**src/hw/rtl/cch_pkg.sv**
```systemverilog
package cch_pkg;

	typedef struct packed {
		logic              operation;
		logic signed [15:0] mag_x;
		logic signed [15:0] mag_y;
	} req_t;

	typedef struct packed {
		logic [15:0] heading;
		logic        uncalibrated;
	} rsp_t;

	localparam logic OP_SAMPLE = 1'b0;
	localparam logic OP_CLEAR  = 1'b1;

	localparam int ATAN_ENTRIES = 24;
	localparam logic signed [35:0] PI_Q30     = 36'sd3373259426;
	localparam logic signed [35:0] TWO_PI_Q30 = 36'sd6746518852;

	localparam logic [3:0] ADDR_DECL = 4'd0;

	function automatic logic signed [35:0] atan_q30(input logic [4:0] i);
		logic signed [35:0] r;
		begin
			case (i)
				5'd0:  r = 36'sh03243F6A8;
				5'd1:  r = 36'sh01DAC6705;
				5'd2:  r = 36'sh00FADBAFC;
				5'd3:  r = 36'sh007F56EA6;
				5'd4:  r = 36'sh003FEAB76;
				5'd5:  r = 36'sh001FFD55B;
				5'd6:  r = 36'sh000FFFAAA;
				5'd7:  r = 36'sh0007FFF55;
				5'd8:  r = 36'sh0003FFFEA;
				5'd9:  r = 36'sh0001FFFFD;
				5'd10: r = 36'sh0000FFFFF;
				5'd11: r = 36'sh00007FFFF;
				5'd12: r = 36'sh00003FFFF;
				5'd13: r = 36'sh00001FFFF;
				5'd14: r = 36'sh00000FFFF;
				5'd15: r = 36'sh000007FFF;
				5'd16: r = 36'sh000003FFF;
				5'd17: r = 36'sh000001FFF;
				5'd18: r = 36'sh000000FFF;
				5'd19: r = 36'sh0000007FF;
				5'd20: r = 36'sh0000003FF;
				5'd21: r = 36'sh0000001FF;
				5'd22: r = 36'sh0000000FF;
				5'd23: r = 36'sh00000007F;
				default: r = '0;
			endcase
			return r;
		end
	endfunction

endpackage

```
**src/hw/rtl/calibrated_compass_heading_top.sv**
```systemverilog
// Channel   Direction  Payload          Handshake
// req       in         cch_pkg::req_t   req_valid / req_stall
// rsp       out        cch_pkg::rsp_t   rsp_valid / rsp_stall
// apb       in         declination      psel/penable/pwrite, pready=1
//
// A heading sample runs the divider for X, then for Y, then the CORDIC;
// the X and Y divisions share one serial divider. A zero vector skips the
// CORDIC. An uncalibrated sample skips the divider and the CORDIC, and a
// clear only resets the calibration window and returns no response.
// Reset clears calibration window and declination. A held result in the
// output register blocks the next request until rsp is taken.
module calibrated_compass_heading_top #(
	parameter int ANGLE_FRAC_BITS = 13,
	parameter int CORDIC_STEPS    = 16,
	parameter int RATIO_FRAC_BITS = 15
) (
	input  logic          clk,
	input  logic          arst_n,
	input  logic          req_valid,
	output logic          req_stall,
	input  cch_pkg::req_t req,
	output logic          rsp_valid,
	input  logic          rsp_stall,
	output cch_pkg::rsp_t rsp,
	input  logic          psel,
	input  logic          penable,
	input  logic          pwrite,
	input  logic [1:0]    paddr,
	input  logic [31:0]   pwdata,
	output logic [31:0]   prdata,
	output logic          pready
);
	localparam int RW = RATIO_FRAC_BITS + 2;
	localparam int SH = 30 - ANGLE_FRAC_BITS;
	localparam logic signed [35:0] HALF = 36'sd1 <<< (SH - 1);
	localparam logic signed [35:0] TWO_PI_OUT = (cch_pkg::TWO_PI_Q30 + HALF) >>> SH;

	localparam logic [2:0] ST_IDLE = 3'd0;
	localparam logic [2:0] ST_CHK  = 3'd1;
	localparam logic [2:0] ST_DIVX = 3'd2;
	localparam logic [2:0] ST_DIVY = 3'd3;
	localparam logic [2:0] ST_CORD = 3'd4;
	localparam logic [2:0] ST_FIN  = 3'd5;
	localparam logic [2:0] ST_OUT  = 3'd6;

	logic [2:0] state_q;
	logic signed [15:0] decl_q;
	logic signed [15:0] xl_q, xh_q, yl_q, yh_q, x_q, y_q;
	logic signed [RW-1:0] rx_q, ry_q;
	logic signed [35:0] ang_q;
	cch_pkg::rsp_t rsp_q;
	logic rsp_valid_q;

	logic accept, cfg_wr;
	logic signed [15:0] v, lo, hi;
	logic signed [17:0] num, den;
	logic num_neg;
	logic [17:0] anum;
	logic div_start, div_done, cord_start, cord_done;
	logic [RATIO_FRAC_BITS:0] quo;
	logic signed [RW-1:0] ratio;
	logic signed [35:0] angle, h;

	assign pready    = 1'b1;
	assign cfg_wr    = psel && penable && pwrite && (paddr == cch_pkg::ADDR_DECL[1:0]);
	assign prdata    = (paddr == cch_pkg::ADDR_DECL[1:0]) ? 32'(decl_q) : '0;
	assign req_stall = (state_q != ST_IDLE) || rsp_valid_q;
	assign accept    = req_valid && !req_stall;
	assign rsp_valid = rsp_valid_q;
	assign rsp       = rsp_q;

	// Select the axis for the shared divider.
	always_comb begin
		if (state_q == ST_DIVY) begin
			v = y_q; lo = yl_q; hi = yh_q;
		end else begin
			v = x_q; lo = xl_q; hi = xh_q;
		end
		num     = (18'(v) <<< 1) - (18'(hi) + 18'(lo));
		den     = (18'(hi) - 18'(lo)) <<< 1;
		num_neg = num[17];
		anum    = num_neg ? 18'(-num) : 18'(num);
		ratio   = num_neg ? -RW'(quo) : RW'(quo);
	end

	cch_div #(.RATIO_FRAC_BITS(RATIO_FRAC_BITS)) u_div (
		.clk(clk), .arst_n(arst_n), .start(div_start),
		.num(anum), .den(den), .done(div_done), .quo(quo)
	);

	cch_cordic #(.CORDIC_STEPS(CORDIC_STEPS), .RATIO_FRAC_BITS(RATIO_FRAC_BITS)) u_cord (
		.clk(clk), .arst_n(arst_n), .start(cord_start),
		.x_in(rx_q), .y_in(ry_q), .done(cord_done), .angle(angle)
	);

	logic div_go_q;
	logic cord_go_q;
	assign div_start  = div_go_q;
	assign cord_start = cord_go_q;

	// Round to output units and add declination.
	assign h = ((ang_q + HALF) >>> SH) + 36'(decl_q);

	always_ff @(posedge clk or negedge arst_n) begin
		if (!arst_n) begin
			state_q     <= ST_IDLE;
			rsp_valid_q <= 1'b0;
			decl_q      <= '0;
			xl_q <= '0; xh_q <= '0; yl_q <= '0; yh_q <= '0;
			div_go_q    <= 1'b0;
			cord_go_q   <= 1'b0;
		end else begin
			div_go_q  <= 1'b0;
			cord_go_q <= 1'b0;
			if (cfg_wr) decl_q <= pwdata[15:0];
			if (rsp_valid_q && !rsp_stall) rsp_valid_q <= 1'b0;
			case (state_q)
				ST_IDLE: begin
					if (accept) begin
						if (req.operation == cch_pkg::OP_CLEAR) begin
							xl_q <= '0; xh_q <= '0; yl_q <= '0; yh_q <= '0;
						end else begin
							// Widen the window: low wins over high.
							if (req.mag_x < xl_q) xl_q <= req.mag_x;
							else if (req.mag_x > xh_q) xh_q <= req.mag_x;
							if (req.mag_y < yl_q) yl_q <= req.mag_y;
							else if (req.mag_y > yh_q) yh_q <= req.mag_y;
							state_q <= ST_CHK;
						end
					end
				end
				ST_CHK: begin
					if (xl_q == xh_q || yl_q == yh_q) begin
						rsp_q.heading      <= '0;
						rsp_q.uncalibrated <= 1'b1;
						rsp_valid_q        <= 1'b1;
						state_q            <= ST_IDLE;
					end else begin
						div_go_q <= 1'b1;
						state_q  <= ST_DIVX;
					end
				end
				ST_DIVX: begin
					if (div_done) begin
						rx_q     <= ratio;
						div_go_q <= 1'b1;
						state_q  <= ST_DIVY;
					end
				end
				ST_DIVY: begin
					if (div_done) begin
						ry_q <= ratio;
						if ((rx_q == 0) && (ratio == 0)) begin
							ang_q   <= '0;
							state_q <= ST_FIN;
						end else begin
							// Start the CORDIC once both ratios are registered.
							cord_go_q <= 1'b1;
							state_q   <= ST_CORD;
						end
					end
				end
				ST_CORD: begin
					if (cord_done) begin
						ang_q   <= angle;
						state_q <= ST_FIN;
					end
				end
				ST_FIN: begin
					// Wrap once into 0..2pi.
					if (h < 0) rsp_q.heading <= 16'(h + TWO_PI_OUT);
					else if (h > TWO_PI_OUT) rsp_q.heading <= 16'(h - TWO_PI_OUT);
					else rsp_q.heading <= 16'(h);
					rsp_q.uncalibrated <= 1'b0;
					rsp_valid_q        <= 1'b1;
					state_q            <= ST_IDLE;
				end
				default: state_q <= ST_IDLE;
			endcase
		end
	end

	// Capture sample values for the divider.
	always_ff @(posedge clk) begin
		if (accept) begin
			x_q <= req.mag_x;
			y_q <= req.mag_y;
		end
	end

`ifndef NO_ASSERTIONS
	a_no_accept_busy: assert property (@(posedge clk) disable iff (!arst_n)
		(state_q != ST_IDLE) |-> req_stall) else $error("request taken while busy");
	a_uncal_zero: assert property (@(posedge clk) disable iff (!arst_n)
		(rsp_valid && rsp.uncalibrated) |-> (rsp.heading == 16'd0))
		else $error("uncalibrated heading not zero");
	a_cord_in_state: assert property (@(posedge clk) disable iff (!arst_n)
		cord_done |-> (state_q == ST_CORD)) else $error("stray cordic done");
`endif
endmodule

```
**src/hw/rtl/cch_div.sv**
```systemverilog
// Restoring divider: quotient = floor((num << FRAC) / den), one bit per cycle.
module cch_div #(
	parameter int RATIO_FRAC_BITS = 15
) (
	input  logic        clk,
	input  logic        arst_n,
	input  logic        start,
	input  logic [17:0] num,
	input  logic [17:0] den,
	output logic        done,
	output logic [RATIO_FRAC_BITS:0] quo
);
	localparam int QW = RATIO_FRAC_BITS + 1;
	localparam int CW = $clog2(QW + 1);

	logic [QW-1:0] quo_q;
	logic [18:0]   rem_q;
	logic [17:0]   num_q;
	logic [17:0]   den_q;
	logic [CW-1:0] cnt_q;
	logic          busy_q;
	logic          done_q;
	logic [18:0]   trial;
	logic [19:0]   diff;
	logic [CW-1:0] bitpos;

	// Quotient bits come out MSB first; the numerator's low bit shifts in, then zeros.
	assign bitpos = CW'(QW - 1) - cnt_q;
	always_comb begin
		trial = {rem_q[17:0], (bitpos >= CW'(RATIO_FRAC_BITS)) ? num_q[17] : 1'b0};
		diff  = {1'b0, trial} - {2'b0, den_q};
	end

	// Iterate the shift-subtract step.
	always_ff @(posedge clk or negedge arst_n) begin
		if (!arst_n) begin
			busy_q <= 1'b0;
			done_q <= 1'b0;
			cnt_q  <= '0;
		end else begin
			done_q <= 1'b0;
			if (start) begin
				busy_q <= 1'b1;
				cnt_q  <= '0;
			end else if (busy_q) begin
				cnt_q <= cnt_q + 1'b1;
				if (cnt_q == CW'(QW - 1)) begin
					busy_q <= 1'b0;
					done_q <= 1'b1;
				end
			end
		end
	end

	always_ff @(posedge clk) begin
		if (start) begin
			// Preload num's high bits into the remainder so that the first step shifts in num's low bit.
			rem_q <= {1'b0, 18'(num >> 1)};
			num_q <= {num[0], 17'b0};
			den_q <= den;
			quo_q <= '0;
		end else if (busy_q) begin
			if (!diff[19]) begin
				rem_q <= diff[18:0];
				quo_q <= {quo_q[QW-2:0], 1'b1};
			end else begin
				rem_q <= trial;
				quo_q <= {quo_q[QW-2:0], 1'b0};
			end
			num_q <= {num_q[16:0], 1'b0};
		end
	end

	assign done = done_q;
	assign quo  = quo_q;
endmodule

```
**src/hw/rtl/cch_cordic.sv**
```systemverilog
// Vectoring CORDIC: one micro-rotation per cycle on a shared add/shift datapath.
module cch_cordic #(
	parameter int CORDIC_STEPS    = 16,
	parameter int RATIO_FRAC_BITS = 15
) (
	input  logic        clk,
	input  logic        arst_n,
	input  logic        start,
	input  logic signed [RATIO_FRAC_BITS+1:0] x_in,
	input  logic signed [RATIO_FRAC_BITS+1:0] y_in,
	output logic        done,
	output logic signed [35:0] angle
);
	localparam int VW = RATIO_FRAC_BITS + 4;
	localparam int NS = (CORDIC_STEPS < cch_pkg::ATAN_ENTRIES) ? CORDIC_STEPS
		: cch_pkg::ATAN_ENTRIES;

	logic signed [VW-1:0] x_q, y_q, dx, dy;
	logic signed [35:0]   z_q;
	logic [4:0]           step_q;
	logic                 busy_q, done_q;

	assign dx = x_q >>> step_q;
	assign dy = y_q >>> step_q;

	always_ff @(posedge clk or negedge arst_n) begin
		if (!arst_n) begin
			busy_q <= 1'b0;
			done_q <= 1'b0;
			step_q <= '0;
		end else begin
			done_q <= 1'b0;
			if (start) begin
				busy_q <= 1'b1;
				step_q <= '0;
			end else if (busy_q) begin
				step_q <= step_q + 1'b1;
				if (step_q == 5'(NS - 1)) begin
					busy_q <= 1'b0;
					done_q <= 1'b1;
				end
			end
		end
	end

	// Fold the left half plane, then rotate toward y = 0.
	always_ff @(posedge clk) begin
		if (start) begin
			if (x_in < 0) begin
				x_q <= -VW'(x_in);
				y_q <= -VW'(y_in);
				z_q <= (y_in >= 0) ? cch_pkg::PI_Q30 : -cch_pkg::PI_Q30;
			end else begin
				x_q <= VW'(x_in);
				y_q <= VW'(y_in);
				z_q <= '0;
			end
		end else if (busy_q) begin
			if (y_q > 0) begin
				x_q <= x_q + dy;
				y_q <= y_q - dx;
				z_q <= z_q + cch_pkg::atan_q30(step_q);
			end else if (y_q < 0) begin
				x_q <= x_q - dy;
				y_q <= y_q + dx;
				z_q <= z_q - cch_pkg::atan_q30(step_q);
			end
		end
	end

	assign done  = done_q;
	assign angle = z_q;
endmodule
```
**config.mk**
```make
export PLATFORM = sky130hd
export DESIGN_NAME = calibrated_compass_heading_top
export DESIGN_NICKNAME = d
export VERILOG_FILES = /design/src/hw/rtl/cch_pkg.sv /design/src/hw/rtl/calibrated_compass_heading_top.sv /design/src/hw/rtl/cch_div.sv /design/src/hw/rtl/cch_cordic.sv
export SDC_FILE = /design/constraint.sdc
export NUM_CORES = 1
export LEC_CHECK = 0
export BUFFER_PORTS_ARGS = -buffer_cell sky130_fd_sc_hd__buf_2
export CORE_MARGIN = 2
export CORE_UTILIZATION = 64
export CTS_CLUSTER_SIZE = 8
export DETAILED_ROUTE_END_ITERATION = 10
export GPL_TIMING_DRIVEN = 0
export PLACE_DENSITY = 0.82
export SETUP_SLACK_MARGIN = 0.2
export SYNTH_ARGS = -nofsm -noshare
export SYNTH_HDL_FRONTEND = slang
export SYNTH_SLANG_ARGS = --single-unit
```
**constraint.sdc**
```tcl
create_clock -name clk -period 9.8 [get_ports clk]
set_clock_uncertainty 0.05 [all_clocks]
set_input_delay 1.96 -clock clk [delete_from_list [all_inputs] [get_ports clk]]
set_output_delay 1.96 -clock clk [all_outputs]
set_load 0.05 [all_outputs]
```
==> flow_summary.json, run 1 <==
{
  "synth_fp_nets": 3460,
  "slew_headroom_pct": 23.6,
  "worstSkewPairLatency_ns": 0.59,
  "worstHoldPathType": "register to register",
  "finish.net_count": 3622,
  "antenna_found_initial": 4,
  "post_drt_wl_per_cell_um": 21.9,
  "gp_congestion": 0.987,
  "dp_cells": 3827,
  "cts-buffers-inserted": 48,
  "worst_ep_arrival_time_ns": 8.11,
  "rsz0062_at_grt": "no",
  "synth_ff_type": "edfxtp_1",
  "final_common_cell": "inv_1",
  "netlist_area_um2": 28600,
  "final_cells": 3914,
  "syn-mean-instance-area_um2": 9.17,
  "core-area_um2": 44200,
  "setup_tns_ns": 0,
  "ant_nets": 0,
  "drc": 0,
  "cp_slowest_stage_delay_ns": 0.78,
  "status": "completed",
  "clock.fmax_mhz": 128,
  "synth-edff-count": 212,
  "dr.pass1.iters": 6,
  "viasPerCell": 6.50,
  "ys_ff_latch": 329,
  "cp-start-kind": "register",
  "crit_slowest_cell": "o31ai_1",
  "fill_cells": 3298,
  "cts_tree": "yes",
  "die_y_um": 215,
  "numPortBuffers": 108,
  "grt_start_max_net_pins": 56,
  "ys_seq_area_share_pct": 32.2,
  "required_ns": 10.08,
  "hold_violations": 0,
  "synth_cell_types": 88,
  "finalSetupViolCount": 0,
  "timing_worst_setup_path_type": "register to register",
  "crit_fanout": 10,
  "path_clk_slew_ns": 0.05,
  "route.vias.total": 25400,
  "slew_viol_final": 0,
  "yosysWarnings": 0,
  "place_hpwl_um": 65600,
  "post_cts_resized": 0,
  "syn_inst": 3123,
  "finalCritPeriodShare_pct": 79.9,
  "hold_buffers": 0,
  "rows": 77,
  "die_w_um": 215,
  "drt_iter0_drc": 2786,
  "io_pins": 126,
  "period_needed_ns": 7.83,
  "cts_buffer_depth": 3,
  "drive_gt1_share_pct": 9.22,
  "worst_pin_slew_ns": 1.14,
  "ys_async_sr_fraction_pct": 30.4,
  "start_util_pct": 64.7,
  "post-cts-setup-buffers": 0,
  "cts_max_level": 2,
  "layout_common_cells": "inv_1 (244), ha_1 (241), nor2_1 (236)",
  "routed_wl_um": 85800,
  "cts_sinks": 329,
  "syn_to_final_growth_pct": 9.74,
  "cp-end-kind": "register",
  "grt.total_usage_pct": 36.4,
  "die_area_um2": 46400,
  "clockRootBuffer": "clkbuf_16",
  "grt_pass1_wl_um": 135000,
  "cap_violations": 0,
  "grt_overflow": 0,
  "grt_pass1_vias": 24800
}
-- path summary, 6_finish.rpt --
kind | start | to | slack [ns] | depth (start not counted)
setup / recovery | u_cord.step_q[0] | u_cord.angle[32] | 1.97 | 25
hold / removal | u_div.rem_q[17] | u_div.rem_q[17] | 0.44 | 2
setup reg to reg | u_cord.step_q[0] | u_cord.angle[32] | 1.97 | 25
hold reg to reg | u_div.rem_q[17] | u_div.rem_q[17] | 0.44 | 2
max in group asynchronous | arst_n | decl_q[9] | 7.57 | 2
min in group asynchronous | arst_n | xh_q[13] | 1.39 | 1
-- state kept, by name, summed over array words and instances (netlist names), 17 cells and up --
| register | cells |
|---|---|
| ang_q | 20 |
| u_div.rem_q | 18 |
| u_div.den_q | 17 |
| rx_q | 17 |
| u_cord.y_q | 19 |
| u_cord.x_q | 19 |
| rsp | 17 |
| ry_q | 17 |
| u_cord.angle | 36 |
-- Yosys cell counts (10+ instances only) --
master,instances,area share [%]
fa_1,22,1.5
a22o_1,33,1.0
a211oi_1,29,0.76
mux2i_1,92,3.2
buf_4,18,0.47
clkbuf_1,111,1.5
xnor2_1,176,5.4
and3_1,32,0.70
nand2b_1,42,0.92
nor4_1,22,0.48
o311ai_0,20,0.61
nand4_1,59,1.3
a21o_1,87,2.3
ha_1,241,11
xor2_1,95,2.9
buf_2,15,0.26
nand3_1,48,0.84
a21oi_1,177,3.1
dfrtp_1,100,8.7
o31a_1,10,0.31
mux4_2,40,3.1
o21a_1,33,0.87
or3_1,24,0.52
nand2_1,209,2.7
o211ai_1,27,0.71
nor3_1,42,0.73
o41ai_1,11,0.34
dfxtp_1,17,1.2
a31oi_1,35,0.76
o2bb2ai_1,16,0.49
nor2_1,236,3.1
mux2_2,36,1.4
inv_1,244,3.2
buf_1,15,0.20
edfxtp_1,212,22
o21bai_1,22,0.58
nor2b_1,28,0.61
o31ai_1,42,1.1
or2_2,16,0.35
a221oi_1,11,0.34
and2_1,57,1.2
o21ai_0,175,3.1
-- per-layer routing --
| layer | global-route usage (%) | wire [um] | vias up |
|---|---|---|---|
| met1 | 49.7 | 35700 | 12300 |
| met3 | 6.34 | 7500 | 215 |
| met5 | 0 | 16 | - |
| li1 | - | - | 11700 |
| met2 | 58.7 | 39700 | 1245 |
| met4 | 12.7 | 2910 | 2 |
-- cell families after synthesis --
group                      after synthesis  synth area share [%]
muxes                                  168                  7.78
and+or+nand+nor                        856                  14.7
buffers and inverters                  406                  5.63
DFF                                    329                  32.2
adders and majority gates              263                  12.1
AOI/OAI and AO/OA                      829                  19.3
other                                    1                0.0131
xor gates and xnor gates               271                  8.29
-- area by class of cell --
cell class	count	area, um^2	share of cell area [%]
diodes	3	7.51	0.0239
plain buffers	159	684	2.18
clock buffers	80	1330	4.24
clock inverters	4	70.1	0.223
inverters	247	927	2.95
multi-input cells	2388	17800	56.7
flip-flops and latches	329	9210	29.3
well taps	592	741	2.36
repair buffers	112	626	1.99
-- worst max-delay path, delay by kind of cell, from the launching register on --
kind	cells	cell delay [ns]
AOI/OAI and AO/OA	6	2.22
xor gates and xnor gates	1	0.16
adders and majority gates	3	0.89
buffers and inverters	8	2.35
DFF	1	0.47
and+or+nand+nor	7	1.39
-- through the flow --
stage | area [um^2] | util [%] | hold slack [ns] | setup slack [ns]
floorplan | 28600 | - | 0.409 | 3.65
detailed placement | 30000 | 67.8 | 0.432 | 2.12
CTS | 31400 | 71.0 | 0.439 | 2.10
global placement | 29900 | 67.6 | 0.421 | 2.10
finish | 31400 | 71.0 | 0.444 | 1.97
global route | 31400 | 71.0 | 0.462 | 1.44
Power of run 1 is left out: the tool's default activity adds up to more than one toggle a clock period on the data nets, which glitch-free logic cannot reach.
==> run 2, diff against run 1 <==
- CORE_UTILIZATION: 64 -> 58
- PLACE_DENSITY: 0.82 -> 0.79
- clock period: 9.8 -> 6.95 ns (I/O delays scaled with it)
==> flow_summary.json, run 2 (same netlist as run 1, synthesis figures left out) <==
{
  "cts-buffers-inserted": 47,
  "die_y_um": 226,
  "grt.total_usage_pct": 34.0,
  "hold_violations": 0,
  "regToRegSetupSlack_ns": 0.42,
  "drc": 0,
  "syn_to_final_growth_pct": 10.4,
  "cp-end-kind": "register",
  "die_area_um2": 51100,
  "cts_buffer_depth": 3,
  "dr.pass1.iters": 6,
  "crit_path_frequent_cell": "buf_4",
  "finish.net_count": 3623,
  "setup_tns_ns": 0,
  "die_w_um": 226,
  "slew_headroom_pct": 23.4,
  "fill_cells": 4104,
  "route.vias.total": 25500,
  "worstSkewPairLatency_ns": 0.61,
  "place_hpwl_um": 66700,
  "antenna_found_initial": 2,
  "worst_pin_slew_ns": 1.14,
  "fin_util_pct": 64.7,
  "slew_viol_final": 0,
  "cp_slowest_stage_delay_ns": 0.50,
  "grt_pass1_wl_um": 136000,
  "r2r_cells": 29,
  "timing_worst_setup_path_type": "register to register",
  "cts_tree": "yes",
  "numPortBuffers": 108,
  "grt_pass1_vias": 24900,
  "crit_fanout": 10,
  "final_common_cell": "inv_1",
  "largest_reg_flops": 36,
  "drt_iter0_drc": 2759,
  "ant_nets": 0,
  "start_util_pct": 58.6,
  "core-area_um2": 48800,
  "hold_buffers": 0,
  "drive_gt1_share_pct": 9.68,
  "rows": 81,
  "grt_overflow": 0,
  "io_pins": 126,
  "viasPerCell": 6.40,
  "worst_ep_arrival_time_ns": 6.76,
  "cap_violations": 0,
  "post_drt_wl_per_cell_um": 21.9,
  "rsz0062_at_grt": "yes",
  "clockRootBuffer": "clkbuf_16",
  "finalSetupViolCount": 0,
  "clock.fmax_mhz": 153,
  "cts_max_level": 2,
  "whs_path_depth": 2,
  "period_needed_ns": 6.53,
  "cts_sinks": 329,
  "finalCritPeriodShare_pct": 94.0,
  "required_ns": 7.18,
  "gp_congestion": 1.01,
  "routed_wl_um": 87400,
  "status": "completed",
  "crit_slowest_cell": "dfrtp_1",
  "cp-start-kind": "register",
  "grt_start_max_net_pins": 66,
  "worstHoldPathType": "register to register",
  "path_clk_slew_ns": 0.07,
  "layout_common_cells": "inv_1 (244), ha_1 (241), nor2_1 (235)"
}
## run 2: cell types whose count changed in the layout (fill, tap and decap cells not counted), moves of 2 or more
cell | before | now
a21oi_2 | 0 | 5
clkbuf_2 | 1 | 7
buf_6 | 0 | 2
a21oi_1 | 177 | 171
buf_2 | 122 | 119
buf_4 | 19 | 22
## run 2: final cells by class
cell class,instances,area [um^2],share of cell area [%]
Antenna cell,2,5.00,0.0158
Clock buffer,84,1320,4.16
Tap cell,664,831,2.63
Buffer,159,707,2.24
Multi-Input combinational cell,2388,17900,56.6
Clock inverter,4,85.1,0.269
Inverter,247,927,2.93
Timing Repair Buffer,114,652,2.06
Sequential cell,329,9210,29.1
## run 2: per-layer routing
| layer | track usage, % | vias to the layer above | part of all wire, % |
|---|---|---|---|
| li1 | - | 11700 | - |
| met3 | 4.23 | 229 | 7.0 |
| met5 | 0 | - | 0 |
| met2 | 56.6 | 1161 | 47 |
| met4 | 13.4 | 0 | 4.1 |
| met1 | 45.3 | 12400 | 42 |
## run 2: final timing paths
kind                                   from               end
setup / recovery           u_cord.step_q[0]  u_cord.angle[35]
hold / removal              u_div.rem_q[17]   u_div.rem_q[17]
setup reg to reg           u_cord.step_q[0]  u_cord.angle[35]
hold reg to reg             u_div.rem_q[17]   u_div.rem_q[17]
max in group asynchronous            arst_n        state_q[0]
min in group asynchronous            arst_n          xl_q[13]
## run 2: repair_timing
item	CTS	global route
cloned	0	0
setup endpoints to repair	37	33
resized for setup	11	22
pin swaps	0	3
buffers inserted	0	2
## run 2: worst max-delay path: cells and delay by family (launching register included)
| family | cells | cell delay (ns) |
|---|---|---|
| AOI/OAI and AO/OA | 10 | 2.00 |
| buffers and inverters | 9 | 1.91 |
| adders and majority gates | 3 | 0.87 |
| and+or+nand+nor | 5 | 0.64 |
| DFF | 1 | 0.50 |
| xor gates and xnor gates | 2 | 0.27 |
## run 2: stage by stage
stage	hold WS (ns)	instance area [um^2]	setup slack (ns)	cells
final	0.450	31600	0.417	3991
after global routing	0.461	31600	0.117	3991
after CTS	0.452	31500	0.205	3987
after detailed placement	0.446	30100	-0.834	3899
after global placement	0.418	30000	-0.721	3895
after floorplan	0.409	28600	0.802	3123
Power of run 2 is left out for the same reason.
